## config.mk

```make
export PLATFORM = sky130hd
export DESIGN_NAME = vfcm_ctrl
export DESIGN_NICKNAME = d
export VERILOG_FILES = /design/src/hw/rtl/vfcm_pkg.sv /design/src/hw/rtl/vfcm_ctrl.sv
export SDC_FILE = /design/constraint.sdc
export NUM_CORES = 1
export LEC_CHECK = 0
export BUFFER_PORTS_ARGS = -buffer_cell sky130_fd_sc_hd__buf_2
export CORE_AREA = 2 2 39 41
export DETAILED_ROUTE_END_ITERATION = 8
export DIE_AREA = 0 0 41 43
export SKIP_LAST_GASP = 1
export SYNTH_ARGS = -nofsm -noshare
export SYNTH_HDL_FRONTEND = slang
export SYNTH_SLANG_ARGS = --single-unit
```

## constraint.sdc

```tcl
create_clock -name clk -period 2.95 [get_ports clk]
set_clock_uncertainty 0.2 [all_clocks]
set_input_delay 0.4425 -clock clk [delete_from_list [all_inputs] [get_ports clk]]
set_output_delay 0.4425 -clock clk [all_outputs]
set_load 0.05 [all_outputs]
```

## src/hw/rtl/vfcm_pkg.sv

```systemverilog
// Shared types, constants and tables for the voxel face culling mesher.
// Used by vfcm_ctrl, vfcm_datapath and voxel_face_cull_mesher; depends on nothing.
package vfcm_pkg;

    localparam int GRID_DIM_DEF = 32;

    localparam int SIZE_W    = 6;
    localparam int COORD_W   = 5;
    localparam int COLOR_W   = 8;
    localparam int POS_W     = 7;
    localparam int FACE_W    = 3;
    localparam int CORNER_W  = 2;
    localparam int VIDX_W    = 20;
    localparam int CMD_W     = 2;
    localparam int CFG_IDX_W = 2;
    localparam int VOXEL_W   = 25;
    localparam int NUM_FACES = 6;
    localparam int VIS_BIT   = 24;

    localparam logic [SIZE_W-1:0] SIZE_RESET = 6'd32;

    localparam logic [CFG_IDX_W-1:0] REG_SIZE_X = 2'd0;
    localparam logic [CFG_IDX_W-1:0] REG_SIZE_Y = 2'd1;
    localparam logic [CFG_IDX_W-1:0] REG_SIZE_Z = 2'd2;

    localparam logic [FACE_W-1:0] FACE_NX = 3'd0;
    localparam logic [FACE_W-1:0] FACE_PX = 3'd1;
    localparam logic [FACE_W-1:0] FACE_NY = 3'd2;
    localparam logic [FACE_W-1:0] FACE_PY = 3'd3;
    localparam logic [FACE_W-1:0] FACE_NZ = 3'd4;
    localparam logic [FACE_W-1:0] FACE_PZ = 3'd5;

    localparam logic [CORNER_W-1:0] CORNER_LAST = 2'd3;

    typedef enum logic [CMD_W-1:0] {
        CMD_WRITE = 2'd0,
        CMD_MESH  = 2'd1,
        CMD_CLEAR = 2'd2
    } cmd_t;

    typedef enum logic [2:0] {
        ST_IDLE,
        ST_DISPATCH,
        ST_CENTER,
        ST_SCAN,
        ST_EMIT
    } state_t;

    typedef struct packed {
        logic load_in;
        logic mem_write;
        logic count_clear;
        logic rd_center;
        logic start_scan;
        logic scan_step;
        logic emit_step;
    } ctl_cmd_t;

    typedef struct packed {
        cmd_t cmd;
        logic center_ok;
        logic center_vis;
        logic scan_last;
        logic scan_mask_zero;
        logic mask_empty;
        logic emit_done;
    } ctl_stat_t;

    // Corner codes, four per face: bit 0 is x, bit 1 is y, bit 2 is z.
    localparam logic [2:0] CORNER_TAB [24] = '{
        3'd2, 3'd6, 3'd0, 3'd4,
        3'd7, 3'd3, 3'd5, 3'd1,
        3'd4, 3'd5, 3'd0, 3'd1,
        3'd2, 3'd3, 3'd6, 3'd7,
        3'd3, 3'd2, 3'd1, 3'd0,
        3'd6, 3'd7, 3'd4, 3'd5
    };

    function automatic logic [2:0] corner_code(input logic [FACE_W-1:0] face_sel,
                                               input logic [CORNER_W-1:0] corner_sel);
        logic [4:0] idx;
        idx = {face_sel, corner_sel};
        if (idx < 5'd24)
            return CORNER_TAB[idx];
        else
            return 3'd0;
    endfunction

endpackage

```

## src/hw/rtl/vfcm_ctrl.sv

```systemverilog
// Controller state machine of the voxel face culling mesher.
// Depends on vfcm_pkg; drives the datapath through ctl_cmd_t and reads ctl_stat_t.
module vfcm_ctrl (
    input  logic                clk,
    input  logic                rst_n,
    input  logic                in_valid,
    output logic                in_stall,
    input  vfcm_pkg::ctl_stat_t stat,
    output vfcm_pkg::ctl_cmd_t  cmd
);
    import vfcm_pkg::*;

    state_t state_reg;
    state_t state_next;

    always_ff @(posedge clk or negedge rst_n)
    begin
        if (!rst_n)
            state_reg <= ST_IDLE;
        else
            state_reg <= state_next;
    end

    always_comb
    begin
        state_next = state_reg;
        unique case (state_reg)
            ST_IDLE:
            begin
                if (in_valid)
                    state_next = ST_DISPATCH;
            end
            ST_DISPATCH:
            begin
                if (stat.cmd == CMD_MESH && stat.center_ok)
                    state_next = ST_CENTER;
                else
                    state_next = ST_IDLE;
            end
            ST_CENTER:
            begin
                if (stat.center_vis)
                    state_next = ST_SCAN;
                else
                    state_next = ST_IDLE;
            end
            ST_SCAN:
            begin
                if (stat.scan_last)
                    state_next = stat.scan_mask_zero ? ST_IDLE : ST_EMIT;
            end
            ST_EMIT:
            begin
                if (stat.emit_done)
                    state_next = ST_IDLE;
            end
            default:
            begin
                state_next = ST_IDLE;
            end
        endcase
    end

    always_comb
    begin
        cmd      = '0;
        in_stall = 1'b1;
        unique case (state_reg)
            ST_IDLE:
            begin
                in_stall    = 1'b0;
                cmd.load_in = in_valid;
            end
            ST_DISPATCH:
            begin
                cmd.mem_write   = (stat.cmd == CMD_WRITE) && stat.center_ok;
                cmd.count_clear = (stat.cmd == CMD_CLEAR);
                cmd.rd_center   = (stat.cmd == CMD_MESH) && stat.center_ok;
            end
            ST_CENTER:
            begin
                cmd.start_scan = stat.center_vis;
            end
            ST_SCAN:
            begin
                cmd.scan_step = 1'b1;
            end
            ST_EMIT:
            begin
                cmd.emit_step = 1'b1;
            end
            default:
            begin
                cmd = '0;
            end
        endcase
    end

`ifndef SYNTHESIS
    a_emit_has_faces: assert property (@(posedge clk) disable iff (!rst_n)
        (state_reg == ST_EMIT) |-> !stat.mask_empty)
        else $error("Emitting with no faces left to emit.");

    a_no_work_while_open: assert property (@(posedge clk) disable iff (!rst_n)
        !in_stall |-> !(cmd.emit_step || cmd.scan_step || cmd.start_scan))
        else $error("Input open while a mesh command is in progress.");
`endif

endmodule

```

### Yosys cells after proc, flatten, opt, wreduce, memory -nomap -nowiden

Index checks and enable logic that the tools add are counted.

* register bits after elaboration: 3
* bits of input ports: 11
* output and inout port bits: 8
* logic and storage cells: 28

* equal/unequal tests: 9
* multiplexer cells: 13
* reduce and logical (&&, ||, !) cells: 5

Operator list (number)
* $mux 3: 5
* $pmux 3 s5: 1
* $eq 3x2->1 const B: 2
* $ne 2x2->1 const B: 3
* $mux 1: 5
* $mux 2: 2
* $eq 3x1->1 const B: 1
* $eq 3x3->1 const B: 1
* $logic_not 3->1: 1
* $reduce_and 3->1: 1
* $eq 2x1->1 const B: 1
* $eq 2x2->1 const B: 1
* $logic_and 1x1->1: 2
* $logic_not 2->1: 1

### Longest topological paths before layout

Gate-level depths: netlist of the first run.

* word-level depth: 4
* depth in mapped cells: 4
* depth with buffers taken out: 3

### Worst setup path after synthesis of the first run

Ideal clock, no wire load.

* kind: register to output
* start point: register state_reg[1]
* end point: output port cmd[6] (netlist bit)
* data arrival time: 1.817 ns
* required time: 2.308 ns
* setup slack: 0.490 ns
* stages on the path, launching flop included: 4
* buffers on the path: 1
* cell sequence: dfrtp_1 -> buf_6 -> or3_1 -> nor2_1

RTL lines
* start: declaration: RTL line vfcm_ctrl.sv:13 `state_t state_reg;`
* start signal: assignment: RTL line vfcm_ctrl.sv:21 `state_reg <= state_next;`
* end: declaration: RTL line vfcm_ctrl.sv:9 `output vfcm_pkg::ctl_cmd_t cmd`

==> qor.tcl, run 1 <==
set qor(ctsResizeCount) 0
set qor(fin_crit_sh) 0.722
set qor(final.setup.tns_ns) 0
set qor(netlist.top_cell.by_area) {sky130_fd_sc_hd__dfrtp_1}
set qor(cts.root.buffer_cell) {sky130_fd_sc_hd__clkbuf_4}
set qor(initial_utilization) 0.186
set qor(drv_cap) 0
set qor(synth_sequential_area_ratio) 0.291
set qor(clock_path_buffers) 2
set qor(via_count_of_the_first_global_routing_pass) 260
set qor(dieWidth_um) 41
set qor(synthMostInstantiatedCell) {sky130_fd_sc_hd__nor2_1}
set qor(synthTopCellsByArea) {sky130_fd_sc_hd__dfrtp_1 (29%), sky130_fd_sc_hd__and4bb_2 (9.7%), sky130_fd_sc_hd__mux2_4 (5.8%), sky130_fd_sc_hd__nor2_1 (5.8%), sky130_fd_sc_hd__nor3b_1 (5.8%)}
set qor(setup_violations) 0
set qor(ir_drop_v) 0.000202
set qor(first_iter_violations) 0
set qor(port-buffer-count) 17
set qor(synth.cells.most_frequent) {sky130_fd_sc_hd__nor2_1 (4), sky130_fd_sc_hd__dfrtp_1 (3)}
set qor(dpl.hpwl_um) 502
set qor(clock_sinks) 3
set qor(grt_first_pass_wirelength_um) 1010
set qor(finalHoldViolations) 0
set qor(worst-endpoint-arrival_ns) 1.49
set qor(grt-ovfl-total) 0
set qor(hold_path_class) {primary input to flip-flop}
set qor(postSynthCellCount) 26
set qor(numCtsBuffers) 3
set qor(power.density_cell_area_nw_per_um2) 779
set qor(leakage_nw) 0.213
set qor(synth_enable_flop_cells) 0
set qor(worst_setup_hold_path_clk_slew_ns) 0.04
set qor(synth.avg_cell_area_um2) 9.91
set qor(route.detailed.vias_per_inst) 4.17
set qor(worstSetupStartpointType) {flip-flop}
set qor(grt_start_max_net_pins) 9
set qor(crit_path_capture_type) {output port}
set qor(gp_routability_congestion) 0.761
set qor(core_um2) 1380
set qor(multi_input_combinational_cell_area_um2) 164
set qor(drt_pass1_iterations) 1
set qor(floorplan.rows) 14
set qor(worst_hold_slack_ns) 0.288
set qor(grt_setup_unrepaired) {false}
set qor(layoutNonFillerInstCount) 63
set qor(drt-total-wl_um) 656
set qor(synth_top_area_frac) 0.291
set qor(max_clock_freq_mhz) 470
set qor(clock_tree_from_tritoncts) {built}
set qor(yosys_register_bits) 3
set qor(layout-drive-gt1-share) 0.553
set qor(report.final.slew_viol_count) 0
set qor(grt_antenna_before_repair) 0
set qor(syn_to_final_growth_pct) 50.5
set qor(fin_nets) 59
set qor(dr_total_vias) 263
set qor(critPathKind) {flip-flop to output port}
set qor(placed_instances) 58
set qor(pin_count) 19
set qor(regArea_um2) 75.1
set qor(antenna_fix_cells) 0
set qor(mappedNetlistNets) 37
set qor(die_height_um) 43
set qor(synth_warnings) 0
set qor(die-area_um2) 1760
set qor(insertion_delay_ns) 0.23
set qor(yosys.cell_types.count) 17
set qor(fill_cell_instance_count_of_the_final_layout) 154
set qor(cts_hold_repair.buffers) 1
set qor(asyncSetResetFlopFracSynth) 1.00
set qor(largest_reg_flops) 3
set qor(tightestPinTransition_ns) 0.308
set qor(routed_wire_length_per_instance_um) 10.4
set qor(post_cts.repair.setup_buffers) 0
set qor(drtAntennaViolNets) 0
set qor(number_of_design_rule_violations_left_after_detail_routing) 0
set qor(status) {finished clean}
set qor(leading_register_cell_type_out_of_synthesis) {sky130_fd_sc_hd__dfrtp_1}
set qor(total_power_uw) 302
set qor(min_period_ns) 2.13
set qor(synthesis.area_um2) 258
set qor(timing.critical_path.fanout_max) 8
set qor(cts_htree_levels) 1
set qor(grt_use_total) 0.0896
set qor(timing.slew.headroom) 0.794
set qor(critical_path_required_ns) 2.31
## kinds of logic (layout without fill, tap and decap cells)
family | after synthesis | after routing | synth area share
multiplexers | 2 | 2 | 0.0971
buffers and inverters | 3 | 24 | 0.0728
AO/OA/AOI/OAI | 3 | 3 | 0.0971
AND/OR/NAND/NOR | 15 | 15 | 0.442
flip-flops | 3 | 3 | 0.291
## worst max-delay path: stages, from the launching register on
cell	delay [ns]
sky130_fd_sc_hd__dfrtp_1	0.48
sky130_fd_sc_hd__or3_1	0.42
sky130_fd_sc_hd__nor2_1	0.09
sky130_fd_sc_hd__buf_2	0.26
## final timing paths
path	startpoint	end	slack (ns)	depth (start not counted)
setup / recovery	state_reg[1]	cmd[6]	0.82	3
hold / removal	stat[2]	state_reg[2]	0.29	3
setup reg to reg	state_reg[0]	state_reg[1]	1.48	3
hold reg to reg	state_reg[2]	state_reg[0]	0.39	1
max in group asynchronous	rst_n	state_reg[2]	2.11	2
min in group asynchronous	rst_n	state_reg[1]	0.34	2
## through the flow
stage	utilization	setup slack [ns]	cell area (µm²)
2_1_floorplan	-	0.490	258
3_3_place_gp	0.254	1.06	352
3_5_place_dp	0.254	1.05	352
4_1_cts	0.280	0.798	388
5_1_grt	0.280	0.715	388
6_report	0.280	0.821	388
## placed cells by master, fill, tap and decap left out, types with 2 or more instances in the layout
cell type	n
sky130_fd_sc_hd__inv_1	2
sky130_fd_sc_hd__or3_1	2
sky130_fd_sc_hd__buf_2	17
sky130_fd_sc_hd__nor2_1	4
sky130_fd_sc_hd__clkbuf_4	3
sky130_fd_sc_hd__dfrtp_1	3
sky130_fd_sc_hd__nor3b_1	2
sky130_fd_sc_hd__and4bb_2	2
## layout make-up
class | count | share of cell area
Multi-Input combinational cell | 20 | 0.423
Timing Repair Buffer | 18 | 0.245
Sequential cell | 3 | 0.194
Clock buffer | 4 | 0.0677
Tap cell | 16 | 0.0516
Inverter | 2 | 0.0194
## where the power goes
part,leakage (nW),internal (mW),switching [mW],total (mW)
clock,0.0150,0.0507,0.0217,0.0724
combinational,0.159,0.0571,0.0978,0.155
sequential,0.0394,0.0517,0.0231,0.0748
## routing by layer
layer	vias to the layer above	share of wire	global-route usage
met5	-	0	0
met4	0	0	0.100
met3	0	0.041	0.0157
met2	8	0.55	0.131
met1	118	0.41	0.0942
li1	137	-	-
Note: power is estimated with default switching activity, not from simulation.
==> run 2: changes to the inputs <==
Clock period 2.95 ns to 1.8 ns, I/O delays scaled along.
==> qor.tcl, run 2 (same netlist as run 1, synthesis figures left out) <==
set qor(cts_htree_levels) 1 ;# unchanged
set qor(ff2ff_path_depth) 4 ;# was 3
set qor(critical_path.top_delay_family) {flip-flops} ;# was simple AND/OR/NAND/NOR gates
set qor(multi_input_combinational_cell_area_um2) 181 ;# was 164 µm²
set qor(crit_cells) 4 ;# was 3
set qor(timing.critical_path.to) {cmd[4]} ;# was cmd[6]
set qor(worstSetupStartpointType) {flip-flop} ;# unchanged
set qor(number_of_design_rule_violations_left_after_detail_routing) 0 ;# unchanged
set qor(drv_cap) 0 ;# unchanged
set qor(setup_violations) 0 ;# unchanged
set qor(via_count_of_the_first_global_routing_pass) 283 ;# was 260
set qor(grt_first_pass_wirelength_um) 1060 ;# was 1010 µm
set qor(drt-total-wl_um) 690 ;# was 656 µm
set qor(final_common_cell) {sky130_fd_sc_hd__buf_2} ;# unchanged
set qor(min_period_ns) 1.77
set qor(floorplan.rows) 14 ;# unchanged
set qor(core_um2) 1380 ;# unchanged
set qor(first_iter_violations) 3 ;# was 0
set qor(largest_reg_flops) 3 ;# unchanged
set qor(postLayoutCoreUtil) 0.335 ;# was 0.280
set qor(cpPeakStageDelay_ns) 0.39 ;# was 0.48 ns
set qor(clock_sinks) 3 ;# unchanged
set qor(status) {finished clean} ;# unchanged
set qor(dpl.hpwl_um) 508 ;# was 502 µm
set qor(drtAntennaViolNets) 0 ;# unchanged
set qor(initial_utilization) 0.186 ;# unchanged
set qor(crit_path_capture_type) {output port} ;# unchanged
set qor(worst-endpoint-arrival_ns) 1.30 ;# was 1.49 ns
set qor(timing.rr.end) {state_reg[2]} ;# was state_reg[1]
set qor(die-area_um2) 1760 ;# unchanged
set qor(drt_pass1_iterations) 2 ;# was 1
set qor(worst-r2r-setup-slack_ns) 0.26 ;# was 1.48 ns
set qor(critical_path_cell_list) {buf_4, nor2b_4, and4bb_2, buf_6} ;# was or3_1, nor2_1, buf_2
set qor(fin_nets) 63 ;# was 59
set qor(leakage_nw) 0.242 ;# was 0.213 nW
set qor(ir_drop_v) 0.000416 ;# was 0.000202 V
set qor(report.final.slew_viol_count) 0 ;# unchanged
set qor(fin_crit_sh) 0.983
set qor(grt_start_max_net_pins) 9 ;# unchanged
set qor(post-route-worst-setup-slack_ns) 0.0308 ;# was 0.821 ns
set qor(antenna_fix_cells) 0 ;# unchanged
set qor(layout-drive-gt1-share) 0.686 ;# was 0.553
set qor(routed_wire_length_per_instance_um) 10.3 ;# was 10.4 µm
set qor(critPathKind) {flip-flop to output port} ;# unchanged
set qor(finalHoldViolations) 0 ;# unchanged
set qor(dr_total_vias) 286 ;# was 263
set qor(dieWidth_um) 41 ;# unchanged
set qor(pin_count) 19 ;# unchanged
set qor(worst_setup_hold_path_clk_slew_ns) 0.04 ;# about the same
set qor(die_height_um) 43 ;# unchanged
set qor(max_clock_freq_mhz) 565
set qor(grt_use_total) 0.0938 ;# was 0.0896
set qor(regArea_um2) 76.3 ;# was 75.1 µm²
set qor(gp_routability_congestion) 0.710 ;# was 0.761
set qor(place_worst_setup_slack_ns) 0.145 ;# was 1.05 ns
set qor(power.density_cell_area_nw_per_um2) 1220 ;# was 779 nW/µm²
set qor(route.detailed.vias_per_inst) 4.27 ;# was 4.17
set qor(timing.critical_path.buf_inv) 2 ;# was 1
set qor(clock_path_buffers) 2 ;# unchanged
set qor(critical_path_required_ns) 1.33 ;# was 2.31 ns
set qor(numCtsBuffers) 3 ;# unchanged
set qor(slowest_stage) {sky130_fd_sc_hd__dfrtp_1} ;# unchanged
set qor(timing.critical_path.fanout_max) 6 ;# was 8
set qor(cts.root.buffer_cell) {sky130_fd_sc_hd__clkbuf_4} ;# unchanged
set qor(insertion_delay_ns) 0.23 ;# about the same
set qor(clock_tree_from_tritoncts) {built} ;# unchanged
set qor(timing.slew.headroom) 0.835 ;# was 0.794
set qor(placedInstanceArea_um2) 374 ;# was 352 µm²
set qor(rr_startpoint) {state_reg[2]} ;# was state_reg[0]
set qor(tightestPinTransition_ns) 0.249 ;# was 0.308 ns
set qor(hold_path_class) {primary input to flip-flop} ;# unchanged
set qor(layout_common_cells) {sky130_fd_sc_hd__buf_2 (12), sky130_fd_sc_hd__buf_4 (5), sky130_fd_sc_hd__buf_6 (4)} ;# was sky130_fd_sc_hd__buf_2 (17), sky130_fd_sc_hd__nor2_1 (4), sky130_fd_sc_hd__clkbuf_4 (3), sky130_fd_sc_hd__dfrtp_1 (3)
set qor(worst_setup_path_startpoint) {state_reg[1]} ;# unchanged
set qor(syn_to_final_growth_pct) 80.1 ;# was 50.5%
set qor(fill_cell_instance_count_of_the_final_layout) 154 ;# unchanged
set qor(hold_depth) 3 ;# unchanged
set qor(port-buffer-count) 17 ;# unchanged
set qor(grt_antenna_before_repair) 0 ;# unchanged
set qor(grt-ovfl-total) 0 ;# unchanged
set qor(postLayoutCellArea_um2) 464 ;# was 388 µm²
-- run 2: changes by cell type in the layout (fill, tap and decap cells not counted) --
| cell | previous run | this run |
|---|---|---|
| sky130_fd_sc_hd__buf_2 | 17 | 12 |
| sky130_fd_sc_hd__buf_4 | 0 | 5 |
| sky130_fd_sc_hd__buf_6 | 0 | 4 |
| sky130_fd_sc_hd__dfrtp_1 | 3 | 2 |
| sky130_fd_sc_hd__dfrtp_2 | 0 | 1 |
| sky130_fd_sc_hd__nor2_1 | 4 | 3 |
| sky130_fd_sc_hd__nor2_2 | 0 | 1 |
| sky130_fd_sc_hd__nor3b_1 | 2 | 0 |
| sky130_fd_sc_hd__nor3b_2 | 0 | 2 |
| sky130_fd_sc_hd__or3_1 | 2 | 1 |
| sky130_fd_sc_hd__or3_4 | 0 | 1 |
-- run 2: layout make-up --
cell class              count  share of cell area
repair buffers             22               0.329
inverters                   2              0.0162
multi-input cells          20               0.391
clock buffers               4              0.0566
well taps                  16              0.0431
flip-flops and latches      3               0.164
-- run 2: metrics by stage --
step,hold slack [ns],cells,TNS [ns],power [mW]
6_report,0.112,67,0,0.565
3_3_place_gp,-0.135,60,0,0.397
3_5_place_dp,-0.132,60,0,0.398
4_1_cts,0.110,65,-0.0520,0.534
5_1_grt,0.139,67,-0.0128,0.594
2_1_floorplan,-0.226,26,-0.264,0.330
-- run 2: where the power goes --
part           switching, mW  total (mW)  leakage (nW)  internal, mW
sequential            0.0228       0.109        0.0381        0.0866
clock                 0.0371       0.120        0.0150        0.0832
combinational          0.190       0.335         0.188         0.144
total                  0.250       0.565         0.242         0.314
-- run 2: repair_timing --
item	in CTS	in global routing
buffers inserted	0	2
cloned	0	0
endpoints found under the hold margin	3	0
setup endpoints to repair	5	5
hold buffers	1	0
resized for setup	5	8
-- run 2: routing by layer --
layer / global-route usage / routed length (µm)
met5: 0 / 0
met3: 0.0366 / 47
met1: 0.107 / 296
met2: 0.119 / 346
met4: 0.100 / 0
-- run 2: worst min path at each step --
| stage | from | endpoint | slack, ns |
|---|---|---|---|
| 2_1_floorplan | rst_n | state_reg[0] | -0.23 |
| 3_3_place_gp | rst_n | state_reg[2] | -0.13 |
| 3_5_place_dp | rst_n | state_reg[2] | -0.13 |
| 4_1_cts | stat[2] | state_reg[2] | 0.11 |
| 5_1_grt | stat[2] | state_reg[2] | 0.14 |
| 6_report | stat[2] | state_reg[2] | 0.11 |
-- run 2: tightest hold or removal path: cells and delay by family --
kind,cells,cell delay [ns]
buf+inv,1,0.08
compound gates,1,0.12
simple gates,1,0.04
==> run 3: changes to the inputs <==
Settings changed: REMOVE_ABC_BUFFERS set to 1.
==> qor.tcl, run 3 (same netlist as run 1, synthesis figures left out) <==
set qor(grt-ovfl-total) 0 ;# unchanged
set qor(dieWidth_um) 41 ;# unchanged
set qor(syn_to_final_growth_pct) 75.2 ;# was 80.1%
set qor(post_cts.repair.setup_buffers) 0 ;# unchanged
set qor(drt_pass1_iterations) 1 ;# was 2
set qor(clock_sinks) 3 ;# unchanged
set qor(crit_path_capture_type) {output port} ;# unchanged
set qor(die-area_um2) 1760 ;# unchanged
set qor(cpPeakStageDelay_ns) 0.45 ;# was 0.39 ns
set qor(critPathKind) {flip-flop to output port} ;# unchanged
set qor(gr-max-usage-layer) {met2} ;# unchanged
set qor(grt_util_met2) 0.113 ;# was 0.119
set qor(layout_common_cells) {sky130_fd_sc_hd__buf_2 (12), sky130_fd_sc_hd__buf_4 (4), sky130_fd_sc_hd__buf_6 (4)} ;# was sky130_fd_sc_hd__buf_2 (12), sky130_fd_sc_hd__buf_4 (5), sky130_fd_sc_hd__buf_6 (4)
set qor(worst-endpoint-arrival_ns) 1.30 ;# about the same
set qor(min_period_ns) 1.77 ;# about the same
set qor(grt_start_max_net_pins) 9 ;# unchanged
set qor(post-route-worst-setup-slack_ns) 0.0273 ;# was 0.0308 ns
set qor(worst-r2r-setup-slack_ns) 0.26 ;# about the same
set qor(pin_count) 19 ;# unchanged
set qor(via_count_of_the_first_global_routing_pass) 251 ;# was 283
set qor(route.detailed.vias_per_inst) 4.41 ;# was 4.27
set qor(worst_setup_hold_path_clk_slew_ns) 0.04 ;# about the same
set qor(grt_setup_unrepaired) {true}
set qor(status) {finished clean} ;# unchanged
set qor(leakage_nw) 0.233 ;# was 0.242 nW
set qor(groute.layer.met3.usage) 0.0314 ;# was 0.0366
set qor(fin_nets) 62 ;# was 63
set qor(total_power_uw) 546 ;# was 565 µW
set qor(numCtsBuffers) 3 ;# unchanged
set qor(max_clock_freq_mhz) 564 ;# was 565 MHz
set qor(clock_path_buffers) 2 ;# unchanged
set qor(drtAntennaViolNets) 0 ;# unchanged
set qor(clock_tree_from_tritoncts) {built} ;# unchanged
set qor(floorplan.rows) 14 ;# unchanged
set qor(timing.critical_path.buf_inv) 1 ;# was 2
set qor(timing.critical_path.fanout_max) 8 ;# was 6
set qor(critical_path_cell_list) {or3_4, nor2_2, buf_6} ;# was buf_4, nor2b_4, and4bb_2, buf_6
set qor(tightestPinTransition_ns) 0.247 ;# was 0.249 ns
set qor(initial_utilization) 0.186 ;# unchanged
set qor(drt-total-wl_um) 673 ;# was 690 µm
set qor(grt_first_pass_wirelength_um) 931 ;# was 1060 µm
set qor(first_iter_violations) 0 ;# was 3
set qor(final_common_cell) {sky130_fd_sc_hd__buf_2} ;# unchanged
set qor(fin_crit_sh) 0.985 ;# was 0.983
set qor(power.density_cell_area_nw_per_um2) 1210 ;# was 1220 nW/µm²
set qor(number_of_design_rule_violations_left_after_detail_routing) 0 ;# unchanged
set qor(grt_use_total) 0.0856 ;# was 0.0938
set qor(grt_antenna_before_repair) 0 ;# unchanged
set qor(report.final.slew_viol_count) 0 ;# unchanged
set qor(worstSetupStartpointType) {flip-flop} ;# unchanged
set qor(die_height_um) 43 ;# unchanged
set qor(critical_path_required_ns) 1.33 ;# about the same
set qor(dpl.hpwl_um) 515 ;# was 508 µm
set qor(insertion_delay_ns) 0.23 ;# about the same
set qor(grt_util_met1) 0.101 ;# was 0.107
set qor(largest_reg_flops) 3 ;# unchanged
set qor(critical_path.top_delay_family) {flip-flops} ;# unchanged
set qor(core_um2) 1380 ;# unchanged
set qor(antenna_fix_cells) 0 ;# unchanged
set qor(cts.root.buffer_cell) {sky130_fd_sc_hd__clkbuf_4} ;# unchanged
set qor(drv_cap) 0 ;# unchanged
set qor(finalHoldViolations) 0 ;# unchanged
set qor(routed_wire_length_per_instance_um) 10.2 ;# was 10.3 µm
set qor(hold_path_class) {primary input to flip-flop} ;# unchanged
set qor(timing.slew.headroom) 0.836 ;# was 0.835
set qor(layout-drive-gt1-share) 0.660 ;# was 0.686
set qor(postLayoutCoreUtil) 0.326 ;# was 0.335
set qor(slowest_stage) {sky130_fd_sc_hd__dfrtp_2} ;# was sky130_fd_sc_hd__dfrtp_1
set qor(cts_htree_levels) 1 ;# unchanged
set qor(place_worst_setup_slack_ns) 0.144 ;# was 0.145 ns
set qor(dr_total_vias) 291 ;# was 286
set qor(port-buffer-count) 17 ;# unchanged
set qor(setup_violations) 0 ;# unchanged
set qor(gp_routability_congestion) 0.602 ;# was 0.710
set qor(ir_drop_v) 0.000435 ;# was 0.000416 V
## run 3: changes by cell type in the layout (fill, tap and decap cells not counted), sizes merged
cell | before | now
buf | 21 | 20
## run 3: worst paths after layout
kind,from,endpoint,cells past startpoint
worst max-delay path,state_reg[2],cmd[6],3
worst min-delay path,stat[2],state_reg[2],3
worst max register to register,state_reg[0],state_reg[1],4
worst min register to register,state_reg[2],state_reg[0],1
max in group asynchronous,rst_n,state_reg[2],2
min in group asynchronous,rst_n,state_reg[0],2
## run 3: power breakdown
group          switching, mW  internal, mW
logic                  0.183         0.133
registers             0.0239        0.0866
clock network         0.0365        0.0832
total                  0.243         0.302
## run 3: area by class of cell
| class | instances | area, µm² |
|---|---|---|
| fill | 163 | 932 |
| multi-input combinational | 20 | 176 |
| timing repair buffer | 21 | 145 |
| sequential | 3 | 76.3 |
| clock buffer | 4 | 26.3 |
| tap | 16 | 20.0 |
| inverter | 2 | 7.51 |
## run 3: what timing repair did
| item | CTS | global route |
|---|---|---|
| gates cloned | 0 | 0 |
| hold endpoints to repair | 3 | 0 |
| resized for setup | 8 | 6 |
| hold buffers | 1 | 0 |
| setup endpoints to repair | 4 | 6 |
## run 3: metal layers
layer	routed length, µm	vias to the layer above
met2	369	10
met1	237	134
met5	0	-
met3	49	2
met4	16	0
li1	-	145
## run 3: worst register-to-register path, stage by stage (launching register included)
cell and delay (ns):
sky130_fd_sc_hd__dfrtp_1 0.37, sky130_fd_sc_hd__buf_4 0.16, sky130_fd_sc_hd__nor2b_4 0.12, sky130_fd_sc_hd__and3_4 0.17, sky130_fd_sc_hd__or3_1 0.38
## run 3: per-stage QoR
stage                     TNS, ns  area [µm²]  hold WS (ns)  cells
after floorplan            -0.783         246        -0.226     25
after global placement          0         374        -0.132     61
after detailed placement        0         374        -0.133     61
after CTS                 -0.0246         433         0.103     66
after global routing      -0.0287         452         0.124     66
final                           0         452         0.112     66
